## config.mk

```make
export PLATFORM = sky130hd
export DESIGN_NAME = fixed_offset_frame_parser
export DESIGN_NICKNAME = d
export VERILOG_FILES = /design/src/hdl/fofp_pkg.sv /design/src/hdl/fofp_core.sv /design/src/hdl/fixed_offset_frame_parser.sv
export SDC_FILE = /design/constraint.sdc
export NUM_CORES = 1
export LEC_CHECK = 0
export ABC_CLOCK_PERIOD_IN_PS = 6900
export BUFFER_PORTS_ARGS = -buffer_cell sky130_fd_sc_hd__clkbuf_2
export CAP_MARGIN = 10
export CORE_UTILIZATION = 45
export DETAILED_ROUTE_END_ITERATION = 12
export SLEW_MARGIN = 20
export SYNTH_ARGS = -nofsm -noshare
export SYNTH_HDL_FRONTEND = slang
export SYNTH_SLANG_ARGS = --single-unit
```

## constraint.sdc

```tcl
create_clock -name i_clk -period 6.9 [get_ports i_clk]
set_clock_uncertainty 0.1 [all_clocks]
set_input_delay 0.345 -clock i_clk [delete_from_list [all_inputs] [get_ports i_clk]]
set_output_delay 0.345 -clock i_clk [all_outputs]
set_load 0.02 [all_outputs]
```

## src/hdl/fofp_pkg.sv

```systemverilog
`timescale 1ns / 1ps
// fofp_pkg: shared types and constants of the fixed-offset frame parser
// byte offsets, tag codes, message and command codes, result struct; no dependencies

package fofp_pkg;

    localparam int unsigned POS_W = 16;

    localparam logic [7:0] DOLLAR = 8'h24;

    // fixed byte offsets within a frame
    localparam logic [POS_W-1:0] POS_DELIM0   = 16'd0;
    localparam logic [POS_W-1:0] POS_DELIM1   = 16'd1;
    localparam logic [POS_W-1:0] POS_LEN_LO   = 16'd9;
    localparam logic [POS_W-1:0] POS_LEN_HI   = 16'd10;
    localparam logic [POS_W-1:0] POS_TYPE_END = 16'd20;
    localparam logic [POS_W-1:0] POS_SND_TLO  = 16'd30;
    localparam logic [POS_W-1:0] POS_SND_THI  = 16'd31;
    localparam logic [POS_W-1:0] POS_CMD_END  = 16'd34;
    localparam logic [POS_W-1:0] POS_SEND_TLO = 16'd44;
    localparam logic [POS_W-1:0] POS_SEND_THI = 16'd45;

    // payload start offsets
    localparam logic [5:0] START_SND  = 6'd34;
    localparam logic [5:0] START_SEND = 6'd48;
    localparam logic [5:0] START_CMD  = 6'd37;

    // ascii type tags, three bytes, first byte in the top
    localparam logic [23:0] TAG_CMD = 24'h434D44;
    localparam logic [23:0] TAG_ACK = 24'h41434B;
    localparam logic [23:0] TAG_SND = 24'h534E44;

    // ascii command tags, four bytes, first byte in the top
    localparam logic [31:0] TAG_TIME = 32'h54494D45;
    localparam logic [31:0] TAG_NAME = 32'h4E414D45;
    localparam logic [31:0] TAG_LIST = 32'h4C495354;
    localparam logic [31:0] TAG_CONN = 32'h434F4E4E;
    localparam logic [31:0] TAG_SEND = 32'h53454E44;
    localparam logic [31:0] TAG_DISC = 32'h44495343;

    // message kind codes
    localparam logic [1:0] KIND_CMD = 2'd0;
    localparam logic [1:0] KIND_ACK = 2'd1;
    localparam logic [1:0] KIND_SND = 2'd2;

    // command codes
    localparam logic [2:0] CMD_TIME = 3'd0;
    localparam logic [2:0] CMD_NAME = 3'd1;
    localparam logic [2:0] CMD_LIST = 3'd2;
    localparam logic [2:0] CMD_CONN = 3'd3;
    localparam logic [2:0] CMD_SEND = 3'd4;
    localparam logic [2:0] CMD_DISC = 3'd5;

    typedef struct packed {
        logic [7:0]       payload_byte;
        logic             payload_valid;
        logic             frame_done;
        logic             frame_ok;
        logic [1:0]       message_kind;
        logic [2:0]       command_kind;
        logic [15:0]      target_id;
        logic [POS_W-1:0] declared_length;
    } t_result;

endpackage

```

## src/hdl/fofp_core.sv

```systemverilog
`timescale 1ns / 1ps
// fofp_core: per-frame parse state and the single-pass decode of one byte
// depends on fofp_pkg

module fofp_core (
    input  logic             i_clk,
    input  logic             i_rst_n,
    input  logic             i_advance,
    input  logic [7:0]       i_byte,
    input  logic             i_last,
    output fofp_pkg::t_result o_result
);
    import fofp_pkg::*;

    logic [POS_W-1:0] r_pos, n_pos;
    logic [15:0]      r_len, n_len;
    logic [15:0]      r_target, n_target;
    logic [23:0]      r_tag, n_tag_keep;
    logic [1:0]       r_kind, n_kind;
    logic [2:0]       r_cmd, n_cmd;
    logic             r_good, n_good;
    logic [7:0]       r_prev, n_prev;

    logic [31:0]      w_tag;
    logic [1:0]       w_kind_dec;
    logic             w_kind_bad;
    logic [2:0]       w_cmd_dec;
    logic             w_cmd_found;
    logic             w_snd_layout;
    logic [5:0]       w_start;
    logic [16:0]      w_count;
    logic             w_pay;
    logic             w_ok;

    assign w_tag = {r_tag, i_byte};

    // type tag lookup
    always_comb begin
        w_kind_bad = 1'b0;
        case (w_tag[23:0])
            TAG_CMD: w_kind_dec = KIND_CMD;
            TAG_ACK: w_kind_dec = KIND_ACK;
            TAG_SND: w_kind_dec = KIND_SND;
            default: begin
                w_kind_dec = KIND_SND;
                w_kind_bad = 1'b1;
            end
        endcase
    end

    // command tag lookup
    always_comb begin
        w_cmd_found = 1'b1;
        case (w_tag)
            TAG_TIME: w_cmd_dec = CMD_TIME;
            TAG_NAME: w_cmd_dec = CMD_NAME;
            TAG_LIST: w_cmd_dec = CMD_LIST;
            TAG_CONN: w_cmd_dec = CMD_CONN;
            TAG_SEND: w_cmd_dec = CMD_SEND;
            TAG_DISC: w_cmd_dec = CMD_DISC;
            default: begin
                w_cmd_dec   = CMD_TIME;
                w_cmd_found = 1'b0;
            end
        endcase
    end

    always_comb begin
        n_good   = r_good;
        n_len    = r_len;
        n_kind   = r_kind;
        n_cmd    = r_cmd;
        n_target = r_target;

        if ((r_pos == POS_DELIM0 || r_pos == POS_DELIM1) && i_byte != DOLLAR) begin
            n_good = 1'b0;
        end
        if (r_pos == POS_LEN_LO) begin
            n_len = {r_len[15:8], i_byte};
        end
        if (r_pos == POS_LEN_HI) begin
            n_len = {i_byte, r_len[7:0]};
        end
        if (r_pos == POS_TYPE_END) begin
            n_kind = w_kind_dec;
            if (w_kind_bad) begin
                n_good = 1'b0;
            end
        end

        w_snd_layout = (n_kind != KIND_CMD) && (n_kind != KIND_ACK);

        if (w_snd_layout) begin
            if (r_pos == POS_SND_TLO) begin
                n_target = {r_target[15:8], i_byte};
            end
            if (r_pos == POS_SND_THI) begin
                n_target = {i_byte, r_target[7:0]};
            end
        end else begin
            if (r_pos == POS_CMD_END) begin
                n_cmd = w_cmd_dec;
                if (!w_cmd_found) begin
                    n_good = 1'b0;
                end
            end
            if (n_cmd == CMD_SEND) begin
                if (r_pos == POS_SEND_TLO) begin
                    n_target = {r_target[15:8], i_byte};
                end
                if (r_pos == POS_SEND_THI) begin
                    n_target = {i_byte, r_target[7:0]};
                end
            end
        end

        if (w_snd_layout) begin
            w_start = START_SND;
        end else if (n_cmd == CMD_SEND) begin
            w_start = START_SEND;
        end else begin
            w_start = START_CMD;
        end

        w_pay   = (r_pos >= {10'd0, w_start}) &&
                  (({1'b0, r_pos} + 17'd3) <= {1'b0, n_len});
        w_count = {1'b0, r_pos} + 17'd1;
        w_ok    = n_good && (r_prev == DOLLAR) && (i_byte == DOLLAR) &&
                  (w_count == {1'b0, n_len}) &&
                  (w_count >= ({11'd0, w_start} + 17'd2));
    end

    // result fields
    always_comb begin
        o_result                 = '0;
        o_result.payload_valid   = w_pay;
        o_result.payload_byte    = w_pay ? i_byte : 8'd0;
        o_result.frame_done      = i_last;
        if (i_last) begin
            o_result.frame_ok        = w_ok;
            o_result.message_kind    = n_kind;
            o_result.command_kind    = w_snd_layout ? CMD_TIME : n_cmd;
            o_result.target_id       = (w_snd_layout || n_cmd == CMD_SEND) ? n_target : 16'd0;
            o_result.declared_length = n_len;
        end
    end

    // position saturates at all ones
    assign n_pos      = (r_pos == '1) ? r_pos : r_pos + 16'd1;
    assign n_tag_keep = w_tag[23:0];
    assign n_prev     = i_byte;

    always_ff @(posedge i_clk) begin
        if (!i_rst_n || (i_advance && i_last)) begin
            r_pos    <= '0;
            r_len    <= '0;
            r_target <= '0;
            r_tag    <= '0;
            r_kind   <= KIND_CMD;
            r_cmd    <= CMD_TIME;
            r_good   <= 1'b1;
            r_prev   <= '0;
        end else if (i_advance) begin
            r_pos    <= n_pos;
            r_len    <= n_len;
            r_target <= n_target;
            r_tag    <= n_tag_keep;
            r_kind   <= n_kind;
            r_cmd    <= n_cmd;
            r_good   <= n_good;
            r_prev   <= n_prev;
        end
    end

endmodule

```

## src/hdl/fixed_offset_frame_parser.sv

```systemverilog
`timescale 1ns / 1ps
// fixed_offset_frame_parser: top level with input register, parse core and result register
// depends on fofp_pkg and fofp_core

// Parses one frame at a time, one byte per input transaction, with i_last_byte on the final
// byte. Every byte gives exactly one result transaction: payload bytes from the payload
// offset up to declared length minus 3 come out with o_payload_valid set, and the result for
// the last byte carries o_frame_done with the frame verdict (delimiters, length, type,
// command, minimum size), the decoded message and command kinds, the target id and the
// declared length. Sustained rate is one byte per clock while i_out_ready stays high; each
// byte passes through the input register, then the result register, before its result is
// valid. The only loop is the per-frame state update in the parse core. o_in_ready depends
// combinationally on i_out_ready through the result register; the block holds one byte in
// its input register while a finished result waits.

module fixed_offset_frame_parser (
    input  logic        i_clk,
    input  logic        i_rst_n,
    input  logic        i_in_valid,
    output logic        o_in_ready,
    input  logic [7:0]  i_data_byte,
    input  logic        i_last_byte,
    output logic        o_out_valid,
    input  logic        i_out_ready,
    output logic [7:0]  o_payload_byte,
    output logic        o_payload_valid,
    output logic        o_frame_done,
    output logic        o_frame_ok,
    output logic [1:0]  o_message_kind,
    output logic [2:0]  o_command_kind,
    output logic [15:0] o_target_id,
    output logic [15:0] o_declared_length
);
    import fofp_pkg::*;

    // input register
    logic       r_in_valid, n_in_valid;
    logic [7:0] r_in_byte;
    logic       r_in_last;

    // result register
    logic       r_out_valid, n_out_valid;
    t_result    r_out;

    logic       w_advance;
    t_result    w_result;

    // a byte moves from the input register through the core when the result slot frees
    assign w_advance  = r_in_valid && (!r_out_valid || i_out_ready);
    assign o_in_ready = !r_in_valid || w_advance;

    assign n_in_valid  = (i_in_valid && o_in_ready) || (r_in_valid && !w_advance);
    assign n_out_valid = w_advance || (r_out_valid && !i_out_ready);

    fofp_core u_core (
        .i_clk     (i_clk),
        .i_rst_n   (i_rst_n),
        .i_advance (w_advance),
        .i_byte    (r_in_byte),
        .i_last    (r_in_last),
        .o_result  (w_result)
    );

    always_ff @(posedge i_clk) begin
        if (!i_rst_n) begin
            r_in_valid  <= 1'b0;
            r_out_valid <= 1'b0;
        end else begin
            r_in_valid  <= n_in_valid;
            r_out_valid <= n_out_valid;
        end
    end

    // payload registers, no reset needed
    always_ff @(posedge i_clk) begin
        if (i_in_valid && o_in_ready) begin
            r_in_byte <= i_data_byte;
            r_in_last <= i_last_byte;
        end
        if (w_advance) begin
            r_out <= w_result;
        end
    end

    assign o_out_valid       = r_out_valid;
    assign o_payload_byte    = r_out.payload_byte;
    assign o_payload_valid   = r_out.payload_valid;
    assign o_frame_done      = r_out.frame_done;
    assign o_frame_ok        = r_out.frame_ok;
    assign o_message_kind    = r_out.message_kind;
    assign o_command_kind    = r_out.command_kind;
    assign o_target_id       = r_out.target_id;
    assign o_declared_length = r_out.declared_length;

    // a held byte is neither dropped nor overwritten while the result side stalls
    a_in_hold: assert property (@(posedge i_clk) disable iff (!i_rst_n)
        r_in_valid && !w_advance |=> r_in_valid && $stable(r_in_byte) && $stable(r_in_last))
        else $error("input byte lost or overwritten while stalled");

    // a frame verdict only appears on the last byte of a frame
    a_ok_on_done: assert property (@(posedge i_clk) disable iff (!i_rst_n)
        o_out_valid && o_frame_ok |-> o_frame_done)
        else $error("frame_ok set outside frame_done");

    // summary fields stay zero on results that do not end a frame
    a_idle_fields: assert property (@(posedge i_clk) disable iff (!i_rst_n)
        o_out_valid && !o_frame_done |->
            o_declared_length == 16'd0 && o_target_id == 16'd0 &&
            o_message_kind == KIND_CMD && o_command_kind == CMD_TIME)
        else $error("summary fields nonzero before frame end");

endmodule
```

==> run summary, run 1 <==
Async SR Flop Fraction - 0%
post-route fraction of the period consumed by the critical path - 74.1%
final max-slew violation count - 0
DP Wirelength - 13500 um
Max H-tree Level - 4
Final Worst Setup Slack - 1790 ps
input/output buffers - 62
initial DRC count - 545
vias per cell - 5.65
final number of hold-violating endpoints - 0
worst reg2reg path endpoint - o_payload_byte[2]$_SDFFCE_PN0P_
adder and majority gate portion of the synthesized area - 4.82%
Die H - 131 um
average cell area after synthesis - 9.36 sq um
Slew HR - 31.1%
most frequent standard cell in the layout excluding fill and tap cells - nand2_1
number of nets in the synthesized netlist - 846
pwr/cell area - 232 mW/mm^2
Num Clock Sinks - 137
final weighted congestion in routability-driven placement - 0.928
diode insertion count for antenna repair - 0
fin util - 53.6%
Critical Path Max Stage Delay - 640 ps
Arrival @ worst endpoint - 5190 ps
global route overflow - 0
share of total power consumed by net switching - 25.6%
number of iterations in the first detailed-routing pass - 5
launch point of the critical path - u_core.r_pos[9]$_SDFFE_PP0P_
share of cells above drive strength 1 - 13.7%
mux share of post-synthesis cell area - 6.66%
vias in the first global route - 5618
number of gates given a new drive strength after cts - 0
DP Area - 0.00793 sq mm
first-pass GRT wire length - 30600 um
post-synthesis instance area - 0.00753 sq mm
number of flops mapped to enable cells by yosys - 57
count of antenna-violating nets left after detailed routing - 0
crit path time final - 5110 ps
RSZ-0062 raised after global routing - false
kind of critical path - flip-flop to flip-flop
cell chosen for the clock root - clkbuf_16
Post-route DRC - 0
Fmax - 0.196 GHz
area of the die - 0.0173 sq mm
share of the synthesized netlist area taken by xor and xnor gates - 5.70%
number of instances in the synthesized netlist - 804
setup TNS - 0 ps
Switch Pwr - 513 uW
cell type group with the largest total delay on the critical path - simple AND/OR/NAND/NOR gates
final cell count without fillers - 1075
main combinational cell family by area after synthesis - simple AND/OR/NAND/NOR gates
crit-path cells - or4_4 > or4_1 > or3_4 > a211oi_1 > or2_1 > or3_4 > nand2_1 > inv_1 > ha_1 > nand2b_1 > a21o_1 > a211o_1 > a21oi_1 > o21ai_0 > o21ai_0 > a21oi_1 > and2_1
detailed-route wire length per cell - 17.9 um
Cells after DPL - 1034
internal reg-to-reg setup slack - 1790 ps
number of gates on the worst path with buffers counted - 17
Worst Reg2Reg Path Length in Cells - 17
Core Footprint - 0.0161 sq mm
Non-Filler Cell Area, Final - 0.00864 sq mm
clock slew at reported path FFs - 60 ps
endpoint of the most critical setup path - o_payload_byte[2]$_SDFFCE_PN0P_
launch instance of the worst register-to-register path - u_core.r_pos[9]$_SDFFE_PP0P_
number of buffers on the longest clock path - 2
Post-layout nets - 888
DRT Wirelength - 19200 um
Placement Rows - 46
worst endpoint required time - 6980 ps
predominant post-synthesis flop cell - dfxtp_1
CTS tree - built
boundary pin count - 63
via count - 6076
endpoint class of the critical path - flip-flop
share of total power in combinational logic - 8.2%
path category of the worst min-delay check - input pin to flip-flop
count of unique library cells instantiated by Yosys - 61
result of the run - completed
share of power burned in registers - 44.8%
worst slack at placement - 1810 ps
post-synthesis share of cell area spent on and, or, nand and nor gates - 24.5%
most used cells in the layout excluding fill and tap cells - nand2_1 (103), dfxtp_1 (80), nor2_1 (79)
all-layer global routing usage - 22.5%
Initial Utilization - 46.7%
Syn-to-layout area delta - 14.8%
setup violators final - 0
Clk pwr share - 47.0%
floorplan die width - 131 um
number of warning messages in the yosys log - 0
library cell contributing the largest single delay on the critical path - or4_1
post-synthesis sequential element count - 137
transition at the pin with the smallest max-transition slack - 1030 ps
startpoint type of the worst setup path - flip-flop
clock latency of the later-clocked register in the worst-skew pair - 430 ps
number of filler cells placed in the layout - 1461
number of clock buffers inserted by TritonCTS - 17
worst-case hold slack - 75.6 ps
CP bufs+invs - 1
number of antenna violations at the first check in global routing - 0
highest net fanout along the worst path - 10
area fraction in compound gates after synthesis - 10.6%
maximum ir drop on the vdd rail - 0.168 mV
Seq/Total Area, Yosys - 44.0%
Max Cap Violations - 0
Leakage Power - 3.25 nW
cell-internal power - 1.49 mW
maximum number of pins on one net before global-route repair - 74
sum of internal, switching and leakage power - 2.01 mW
-- routing by layer --
layer / up-vias / part of all wire, % / track usage [%]
met5: - / 0 / 0
met4: 0 / 1.4 / 7.69
li1: 2964 / - / -
met2: 157 / 46 / 35.6
met3: 21 / 4.7 / 4.44
met1: 2934 / 47 / 30.7
-- repair_timing --
item                      CTS  global route
buffers inserted            0             0
hold endpoints to repair    9             0
hold buffers                9             0
-- state kept, by name, summed over array words and instances, names as in the netlist, 7 cells and up --
signal             count
o_target_id           16
o_declared_length     16
u_core.r_tag          17
u_core.r_pos          16
o_payload_byte         8
u_core.r_len          16
u_core.r_prev          7
u_core.r_target       16
r_in_byte              8
-- kinds of logic (layout without fill, tap and decap cells) --
family                     Yosys count  count (layout)
AOI/OAI and AO/OA                  119             119
xor gates and xnor gates            49              49
adders and majority gates           29              29
buffers and inverters               68             123
DFF                                137             137
muxes                               50              50
and+or+nand+nor                    352             352
-- cells in the mapped netlist (13+ instances only) --
library cell,instances,area (sq um)
nand2_1,104,390
dfxtp_1,80,1600
nor2_1,79,297
edfxtp_1,57,1710
mux2i_1,49,490
a21oi_1,46,230
clkbuf_1,42,158
xnor2_1,32,280
ha_1,29,363
nand4_1,24,150
nor2b_1,23,144
a211oi_1,20,150
o21ai_0,19,95.1
nor3_1,17,85.1
xor2_1,17,149
a21o_1,13,97.6
inv_1,13,48.8
-- worst min-delay path, cell delays in order --
cell and delay, ps:
clkbuf_2 90, a21oi_1 40, nor2b_1 90
-- cell type report --
class                      instances  area (sq um)  share of cell area, %
multi-input combinational        599          3940                   45.6
clock inverter                    13           160                   1.85
clock buffer                      19           453                   5.24
tap                              216           270                   3.13
timing repair buffer              77           445                   5.16
inverter                          14          53.8                  0.623
sequential                       137          3310                   38.3
-- power groups by stage --
stage / registers [mW] / logic, mW / clock network, mW
floorplan: 0.921 / 0.0993 / 0
global placement: 0.915 / 0.158 / 0
detailed placement: 0.915 / 0.160 / 0
CTS: 0.897 / 0.165 / 0.958
global route: 0.900 / 0.181 / 0.994
finish: 0.898 / 0.164 / 0.944
-- worst min-delay path by stage --
stage,endpoint,cells past startpoint,slack [ps],start
floorplan,u_core.r_target[10]$_SDFFE_PP0P_,2,330,u_core.r_target[10]$_SDFFE_PP0P_
global placement,u_core.r_target[12]$_SDFFE_PP0P_,2,350,u_core.r_target[12]$_SDFFE_PP0P_
detailed placement,u_core.r_target[12]$_SDFFE_PP0P_,2,350,u_core.r_target[12]$_SDFFE_PP0P_
CTS,o_out_valid$_SDFF_PN0_,2,70,i_rst_n
global route,r_in_valid$_SDFF_PN0_,3,100,i_in_valid
finish,r_in_valid$_SDFF_PN0_,3,80,i_in_valid
Power figures use the tool's default switching activity.
==> inputs of run 2 (changes only) <==
Settings changed: ABC_AREA set to 1, ABC_CLOCK_PERIOD_IN_PS 6900 to 4500.
Clock period 6.9 ns to 4.5 ns, I/O delays scaled along.
==> run summary, run 2 <==
result of the run - completed
cell chosen for the clock root - clkbuf_16
Worst Reg2Reg Path Length in Cells - 19
most used cells in the layout excluding fill and tap cells - nand2_1 (311), inv_1 (163), nor2_1 (114)
post-route fraction of the period consumed by the critical path - 91.6%
final number of hold-violating endpoints - 0
final weighted congestion in routability-driven placement - 0.973
average cell area after synthesis - 7.01 sq um
transition at the pin with the smallest max-transition slack - 1070 ps
Placement Rows - 49
CTS tree - built
number of clock buffers inserted by TritonCTS - 17
top cell types by occurrence after synthesis - nand2_1 (312), inv_1 (163), nor2_1 (114)
number of filler cells placed in the layout - 1789
number of hold buffers added after cts - 12
global route overflow - 0
DRT Wirelength - 23600 um
biggest area consumer among synthesized cells - edfxtp_1
kind of critical path - flip-flop to flip-flop
Area contributors post-synth - edfxtp_1 (21%), dfxtp_1 (19%), nand2_1 (14%)
highest net fanout along the worst path - 19
number of flip-flops under the largest register name - 17
Initial Utilization - 46.0%
path category of the worst min-delay check - input pin to flip-flop
Biggest register - u_core.r_tag
Post-layout nets - 1291
diode insertion count for antenna repair - 0
Core Footprint - 0.0180 sq mm
launch point of the critical path - r_in_byte[4]$_DFFE_PP_
post-synthesis sequential element count - 137
share of cells above drive strength 1 - 12.9%
number of instances in the synthesized netlist - 1179
endpoint class of the critical path - flip-flop
endpoint of the most critical setup path - o_payload_byte[3]$_SDFFCE_PN0P_
count of antenna-violating nets left after detailed routing - 0
area of the die - 0.0189 sq mm
Arrival @ worst endpoint - 4180 ps
maximum number of pins on one net before global-route repair - 75
Syn-to-layout area delta - 15.4%
number of buffers inserted to repair setup after CTS - 0
Fmax - 0.243 GHz
Max Cap Violations - 0
via count - 7807
input/output buffers - 62
Post-route DRC - 0
startpoint type of the worst setup path - flip-flop
number of buffers on the longest clock path - 2
top-area cell type share of the netlist area - 20.7%
setup TNS - 0 ps
number of gates given a new drive strength after cts - 0
Async SR Flop Fraction - 0%
Seq/Total Area, Yosys - 40.1%
pwr/cell area - 358 mW/mm^2
clock slew at reported path FFs - 60 ps
Leakage Power - 4.18 nW
boundary pin count - 63
vias in the first global route - 6714
internal reg-to-reg setup slack - 380 ps
worst reg2reg path endpoint - o_payload_byte[3]$_SDFFCE_PN0P_
Num Clock Sinks - 137
final max-slew violation count - 0
detailed-route wire length per cell - 15.8 um
count of unique library cells instantiated by Yosys - 40
setup violators final - 0
worst endpoint required time - 4560 ps
predominant post-synthesis flop cell - dfxtp_1
crit path time final - 4120 ps
RSZ-0062 raised after global routing - false
all-layer global routing usage - 25.5%
Die H - 137 um
leading cell type by number of instances after synthesis - nand2_1
clock latency of the later-clocked register in the worst-skew pair - 420 ps
post-synthesis instance area - 0.00826 sq mm
initial DRC count - 762
number of flops mapped to enable cells by yosys - 57
maximum ir drop on the vdd rail - 0.252 mV
worst slack at placement - 383 ps
floorplan die width - 137 um
launch instance of the worst register-to-register path - r_in_byte[4]$_DFFE_PP_
number of iterations in the first detailed-routing pass - 5
DP Wirelength - 16700 um
number of warning messages in the yosys log - 0
number of nets in the synthesized netlist - 1221
number of antenna violations at the first check in global routing - 0
first-pass GRT wire length - 36200 um
Max H-tree Level - 4
Final Worst Setup Slack - 378 ps
most frequent standard cell in the layout excluding fill and tap cells - nand2_1
vias per cell - 5.24
Slew HR - 28.3%
run 2: cell types whose count changed in the layout (fill, tap and decap cells not counted), sizes merged, moves of 49 or more:
cell and delta:
inv +170, mux2i -49, nand2 +214, nand3 +70
o21ai +62
run 2: cell type report:
type                       count  area (sq um)  share of cell area [%]
clock buffer                  18           429                    4.50
timing repair buffer          92           566                    5.93
tap                          229           287                    3.01
sequential                   137          3310                    34.8
clock inverter                14           165                    1.73
multi-input combinational    816          4080                    42.7
inverter                     185           698                    7.32
run 2: metrics by stage:
| stage | power, mW | instance area (sq um) | util [%] | hold WS [ps] | std cells |
|---|---|---|---|---|---|
| after floorplan | 1.83 | 8260 | - | 224 | 1179 |
| after global placement | 1.99 | 8820 | 49.1 | 308 | 1447 |
| after detailed placement | 1.99 | 8820 | 49.1 | 304 | 1447 |
| after CTS | 3.42 | 9530 | 53.1 | 8.04 | 1491 |
| after global routing | 3.55 | 9530 | 53.1 | 36.4 | 1491 |
| final | 3.41 | 9530 | 53.1 | 14.9 | 1491 |
run 2: worst max-delay path, cell delays in order (launching register included):
cell,delay (ps)
edfxtp_1,520
inv_2,220
nand2_1,150
nor2_4,170
nand2_1,120
nor2_1,100
nand3_1,90
nand2_1,90
inv_1,50
nand2_1,80
nand2_1,340
inv_2,450
ha_1,300
a21boi_0,120
o21ai_0,140
nand2_1,80
a21oi_1,150
o21a_1,170
nand3b_1,350
nor2_1,80
run 2: worst min-delay path by stage:
stage | startpoint | end | slack (ps) | cells past startpoint
2_1_floorplan | i_data_byte[0] | r_in_byte[0]$_DFFE_PP_ | 220 | 0
3_3_place_gp | i_data_byte[4] | r_in_byte[4]$_DFFE_PP_ | 310 | 1
3_5_place_dp | i_data_byte[4] | r_in_byte[4]$_DFFE_PP_ | 300 | 1
4_1_cts | i_out_ready | o_out_valid$_SDFF_PN0_ | 8 | 4
5_1_grt | i_out_ready | o_out_valid$_SDFF_PN0_ | 40 | 4
6_report | i_out_ready | o_out_valid$_SDFF_PN0_ | 10 | 4
run 2: where the power goes:
part	internal, mW	total [mW]	switching (mW)
Clock	0.831	1.42	0.594
Sequential	1.37	1.42	0.0498
Combinational	0.183	0.568	0.385
run 2: layer usage:
metal | routed length, um | global-route usage, % | up-vias
li1 | - | - | 3931
met1 | 11300 | 36.8 | 3540
met2 | 10300 | 37.9 | 301
met3 | 1560 | 4.30 | 35
met4 | 429 | 9.10 | 0
met5 | 0 | 0 | -
run 2: logic make-up after synthesis:
kind of cell | count (synthesis) | share of synthesized area (%)
AOI/OAI and AO/OA | 196 | 13.2
xor gates and xnor gates | 27 | 2.86
adders and majority gates | 29 | 4.39
buffers and inverters | 226 | 10.7
DFF | 137 | 40.1
and+or+nand+nor | 564 | 28.7
